<file path="src/rtl/core/cnv_pkg.sv">
`timescale 1ns / 1ps

package cnv_pkg;

  // Fixed widths of the beat fields.
  localparam int WORD_W = 16;
  localparam int OUT_W  = 15;
  localparam int IDX_W  = 7;
  localparam int TYPE_W = 2;

  // Kernel geometry and lane count.
  localparam int KW     = 3;
  localparam int TAPS   = KW * KW;
  localparam int MAX_CH = 8;

  // Output queue depth; ready is withheld once this many results are owed.
  localparam int Q_DEPTH = 8;
  localparam int Q_PTR_W = $clog2(Q_DEPTH);
  localparam int Q_CNT_W = $clog2(Q_DEPTH + 1);

  typedef enum logic [TYPE_W-1:0] {
    REQ_WEIGHT = 2'd0,
    REQ_BIAS   = 2'd1,
    REQ_PIXEL  = 2'd2
  } req_type_e;

  typedef logic signed [WORD_W-1:0] word_t;

  typedef struct packed {
    logic [TYPE_W-1:0] req_type;
    logic [IDX_W-1:0]  coef_index;
    word_t             data_word;
  } cnv_req_t;

  typedef struct packed {
    logic [OUT_W-1:0] out_ch0;
    logic [OUT_W-1:0] out_ch1;
    logic [OUT_W-1:0] out_ch2;
    logic [OUT_W-1:0] out_ch3;
    logic [OUT_W-1:0] out_ch4;
    logic [OUT_W-1:0] out_ch5;
    logic [OUT_W-1:0] out_ch6;
    logic [OUT_W-1:0] out_ch7;
    logic             last_of_frame;
  } cnv_rsp_t;

  // Coefficient write, issued by the line buffer stage in beat order.
  typedef struct packed {
    logic             we_weight;
    logic             we_bias;
    logic [IDX_W-1:0] index;
    word_t            value;
  } coef_wr_t;

  // Qualifier of the window that the MAC pipeline consumes.
  typedef struct packed {
    logic vld;
    logic last;
  } win_ctl_t;

endpackage

</file>
<file path="src/rtl/core/cnv_ofifo.sv">
`timescale 1ns / 1ps

module cnv_ofifo import cnv_pkg::*; (
  input  logic     clk_i,
  input  logic     rst_ni,
  input  logic     push_i,
  input  cnv_rsp_t data_i,
  output logic     valid_o,
  input  logic     ready_i,
  output cnv_rsp_t data_o
);

  cnv_rsp_t           mem_q [Q_DEPTH];
  logic [Q_PTR_W-1:0] wr_q, rd_q;
  logic [Q_CNT_W-1:0] cnt_q, cnt_d;
  logic               pop;

  assign valid_o = (cnt_q != '0);
  assign pop     = valid_o && ready_i;
  assign data_o  = mem_q[rd_q];

  // The credit count at the input keeps pushes from ever overrunning.
  always_comb begin
    cnt_d = cnt_q;
    unique case ({push_i, pop})
      2'b10:   cnt_d = cnt_q + Q_CNT_W'(1);
      2'b01:   cnt_d = cnt_q - Q_CNT_W'(1);
      default: cnt_d = cnt_q;
    endcase
  end

  always_ff @(posedge clk_i or negedge rst_ni) begin
    if (!rst_ni) begin
      wr_q  <= '0;
      rd_q  <= '0;
      cnt_q <= '0;
    end else begin
      cnt_q <= cnt_d;
      if (push_i) begin
        wr_q <= wr_q + Q_PTR_W'(1);
      end
      if (pop) begin
        rd_q <= rd_q + Q_PTR_W'(1);
      end
    end
  end

  always_ff @(posedge clk_i) begin
    if (push_i) begin
      mem_q[wr_q] <= data_i;
    end
  end

endmodule

</file>
<file path="config.mk">
export PLATFORM = sky130hd
export DESIGN_NAME = cnv_ofifo
export DESIGN_NICKNAME = d
export VERILOG_FILES = /design/src/rtl/core/cnv_pkg.sv /design/src/rtl/core/cnv_ofifo.sv
export SDC_FILE = /design/constraint.sdc
export NUM_CORES = 1
export LEC_CHECK = 0
export ABC_AREA = 1
export BUFFER_PORTS_ARGS = -buffer_cell sky130_fd_sc_hd__clkbuf_2
export CAP_MARGIN = 20
export CORE_MARGIN = 2
export CORE_UTILIZATION = 44
export CTS_CLUSTER_DIAMETER = 80
export DETAILED_ROUTE_END_ITERATION = 12
export SYNTH_ARGS = -nofsm -noshare
export SYNTH_HDL_FRONTEND = slang
export SYNTH_SLANG_ARGS = --single-unit
</file>
<file path="constraint.sdc">
create_clock -name clk_i -period 6.6 [get_ports clk_i]
set_input_delay 0.33 -clock clk_i [delete_from_list [all_inputs] [get_ports clk_i]]
set_output_delay 0.33 -clock clk_i [all_outputs]
set_load 0.005 [all_outputs]
</file>
-- Word-level counts from Yosys, hierarchy flattened
Memories as Yosys holds them, arrays and structs flattened.
Cells that the tools add are included.
- register bits after elaboration: 10
- bits in latches: 0
- word-level logic and storage cells: 16
- bits in writable memories: 968
- ROM bits: 0
- memories kept: 1
- output and inout bits: 122
- multiplexer cells: 3
- eq/ne operators: 2
- multipliers: 0
- $add $sub $neg: 4
- divide/modulo/power cells: 0
- magnitude comparators: 0
- reduce and logical (&&, ||, !) cells: 3
- bitwise gates (word level): 0
- shift operators: 0
- memory list (memory ; depth ; width ; read ports ; clocked after Yosys merged registers in ; wr ports ; RTL line ; RTL):
    mem_q ; 8 ; 121 ; 1 ; 0 ; 1 ; cnv_ofifo.sv:13 ; cnv_rsp_t mem_q [Q_DEPTH];
- operators by type and width (operator ; count):
    $pmux W4 S2 ; 1
    $add A3 B1 Y3 const B ; 2
    $add A4 B1 Y4 const B ; 1
    $reduce_bool A4 Y1 ; 1
    $sub A4 B1 Y4 const B ; 1
    $eq A2 B1 Y1 const B ; 1
    $eq A2 B2 Y1 const B ; 1
    $mux W1 ; 2
    $reduce_bool A2 Y1 ; 1
    $logic_and A1 B1 Y1 ; 1

-- Depth between registers and ports, before layout
- word-level depth: 4
- mapped depth: 13

-- Worst setup path before layout
OpenSTA, ideal clock, no wires.
- path type: register to register
- start: reg wr_q[0]
- end: mem mem_q[0][0] in the netlist's numbering, enable pin
- slack: 234 ps
- required time: 5998 ps
- clock period less this slack: 6366 ps
- data arrival time: 5764 ps
- cell stages (with the launch flop): 3
- path through: dfrtp_1 > or2_2 > nor2_1
- RTL lines (element ; RTL line ; RTL):
    start: declaration ; cnv_ofifo.sv:14 ; logic [Q_PTR_W-1:0] wr_q, rd_q;
    start signal: assignment ; cnv_ofifo.sv:40 ; wr_q <= wr_q + Q_PTR_W'(1);
    end: declaration ; cnv_ofifo.sv:13 ;
Straight into the memory's write port.

==> out/qor.yml <==
hold_path:
  hold_end: "rd_q[0]$_DFFE_PN0N_"
  hp-start: "ready_i"
  holdCritPathClass: "in -> reg"
  hold_depth: 3
power:
  sequentialPowerShare: 0.404
  combPwrFrac: 0.315
  pwr-share-clk: 0.282
  p_per_area_mw_per_mm2: 431
  cell_internal_pwr_mw: 12.6
  leakagePower_nw: 15.6
  power.switching_mw: 6.77
  peakVddDrop_uv: 371
  sw_frac_of_total: 0.350
  power.total_mw: 19.4
clock_tree:
  clock-sinks: 978
  clockBufferDepth: 3
  cts-buffers-inserted: 102
  cts_tree: "built"
  clkSlewWorstSetupHoldPaths_ps: 60
  cts_resized: 0
  clkLatencyLatePin_ps: 660
  root_buffer: "clkbuf_16"
  holdBufCountCts: 123
  post_cts_buffers: 0
  cts_max_level: 3
routing:
  drt_iter0_drc: 1884
  drc: 0
  wl_per_cell_um: 19.0
  route.vias.total: 23638
  vias_per_cell: 5.13
  route.antenna.remaining_nets: 0
  drtPass1Iterations: 7
  finalWirelength_um: 87400
critical_path:
  crit_path_max_incr_delay_ps: 870
  r2r-start: "wr_q[0]$_DFFE_PN0P_"
  cp-start-kind: "flip-flop"
  r2r_setup_slack_ps: 4060
  crit_start: "rd_q[0]$_DFFE_PN0N_"
  end_kind: "output port"
  path_cells: "buf_4 -> buf_4 -> nor2_1 -> nor2_1 -> o21ai_0 -> o21ai_1 -> nand2_1 -> nand2_1 -> clkbuf_2"
  criticalPathCategory: "reg -> out"
  worstReg2RegEnd: "mem_q[5][72]$_DFFE_PP_"
  crit_required_ps: 6270
  slowest_stage: "buf_4"
  cp.arrival_ps: 3880
  rr_worst_depth: 4
  critPathTopFamily: "buffers and inverters"
  path_buf_inv: 3
  cp_max_fo: 100
global_routing:
  overflow: 0
  grt_pass1_wl_um: 134000
  antenna_found_initial: 6
  grt_usage: 0.194
  grt_max_degree: 203
  grt_pass1_vias: 23038
timing:
  period_needed_ps: 4210
  clock_skew_ps: 24.7
  fmax_ghz: 0.238
  setup_viol: 0
  min_period_over_period: 0.638
  finalHoldViolCount: 0
  tightest_slew_ps: 1110
  final.setup.tns_ps: 0
  maxSlewHeadroom: 0.262
  slew_violations: 0
  rsz0062_at_grt: "false"
logic_synthesis:
  yosysWarningCount: 0
  synth.distinct_cells: 22
  ys_seq_area_frac: 0.765
  synth_cells: 3052
  synth_area_mm2: 0.0383
  synth_fp_nets: 3182
  syn_area_per_cell_um2: 12.6
  synth-seq-cells: 978
die:
  initial_core_util: 0.443
  die_h_um: 299
  rows: 108
  die_x_um: 299
  dieArea_mm2: 0.0895
  core_mm2: 0.0866
  floorplan.io_pins: 247
layout:
  area_growth_pct: 17.1
  fin_area_mm2: 0.0449
  post-route-util: 0.519
  fin_nets: 3493
  final_common_cell: "edfxtp_1"
  fillCellCount: 7355
  final_cell_mix: "edfxtp_1 (968), nor2_1 (729), o21ai_0 (445), nand2_1 (388), o21ai_1 (284)"
  drive_gt1_frac: 0.122
flow_run:
  drv_cap: 0
placed_design:
  io_buffers: 246
  place_congestion: 0.724
  place_area_mm2: 0.0405
  hpwl_um: 39400
status:
  outcome: "completed"
-- synthesized netlist by cell type --
cell type,n,area share
dfrtp_1,10,0.0065
xnor2_1,2,0.00046
a21o_1,1,0.00020
nand2_1,388,0.038
ha_1,5,0.0016
nor2_1,737,0.072
inv_1,11,0.0011
buf_6,20,0.0059
nand3_1,5,0.00065
buf_1,24,0.0023
o21ai_0,445,0.058
buf_2,45,0.0059
edfxtp_1,968,0.76
clkinv_1,1,0.000098
xor2_1,3,0.00069
inv_2,1,0.000098
buf_4,7,0.0014
buf_8,1,0.00039
clkbuf_1,91,0.0089
o21ai_1,284,0.037
or2_2,2,0.00033
nand3b_1,1,0.00020
-- worst max path at each step --
stage                     slack, ps                     to  cells past startpoint
after floorplan                 230  mem_q[0][0]$_DFFE_PP_                      2
after global placement         3040             data_o[20]                      9
after detailed placement       3010             data_o[20]                      9
after CTS                      2290             data_o[20]                      9
after global routing           2020             data_o[41]                      9
final                          2390             data_o[33]                      9
-- cells by family after synthesis --
family          after synthesis  synth area share
compound gates              730            0.0953
simple gates               1133             0.111
flops                       978             0.765
xor+xnor                      5           0.00114
fa+ha+maj                     5           0.00163
buf+inv                     201            0.0260
-- power by group through the flow --
stage / logic (mW) / registers (mW) / clock network, mW
after CTS: 6.24 / 7.82 / 5.60
after floorplan: 4.13 / 7.87 / 0
after global placement: 6.09 / 7.94 / 0
after detailed placement: 6.14 / 7.95 / 0
after global routing: 6.94 / 7.88 / 5.83
final: 6.10 / 7.82 / 5.46
-- tightest hold or removal path, stage by stage --
cell	delay, ps
clkbuf_2	80
nand2_1	150
xor2_1	100
-- per-layer routing --
| layer | vias to the layer above | wire length [um] | track usage |
|---|---|---|---|
| li1 | 11432 | - | - |
| met5 | - | 55 | 0 |
| met3 | 122 | 4190 | 0.0317 |
| met2 | 512 | 43300 | 0.338 |
| met1 | 11564 | 37900 | 0.252 |
| met4 | 8 | 1920 | 0.0510 |
-- area by class of cell --
cell class / instances / area, um2 / share of cell area
Multi-Input combinational cell: 1873 / 8090 / 0.180
Inverter: 13 / 61.3 / 0.00136
Timing Repair Buffer: 395 / 2780 / 0.0619
Clock buffer: 127 / 2670 / 0.0594
Clock inverter: 62 / 537 / 0.0119
Sequential cell: 978 / 29300 / 0.653
Antenna cell: 2 / 5.00 / 0.000111
Tap cell: 1155 / 1450 / 0.0322
-- metrics by stage --
| step | setup slack, ps | std cells | hold slack, ps |
|---|---|---|---|
| after global placement | 3040 | 4291 | 225 |
| after global routing | 2020 | 4605 | 62.2 |
| after floorplan | 234 | 3052 | 34.4 |
| final | 2390 | 4605 | 61.2 |
| after detailed placement | 3010 | 4291 | 228 |
| after CTS | 2290 | 4603 | 16.1 |
-- state kept, by name, summed over array words and instances (netlist names) --
register / cells
wr_q: 3
rd_q: 3
mem_q: 968
cnt_q: 4
Power figures use the tool's default switching activity.
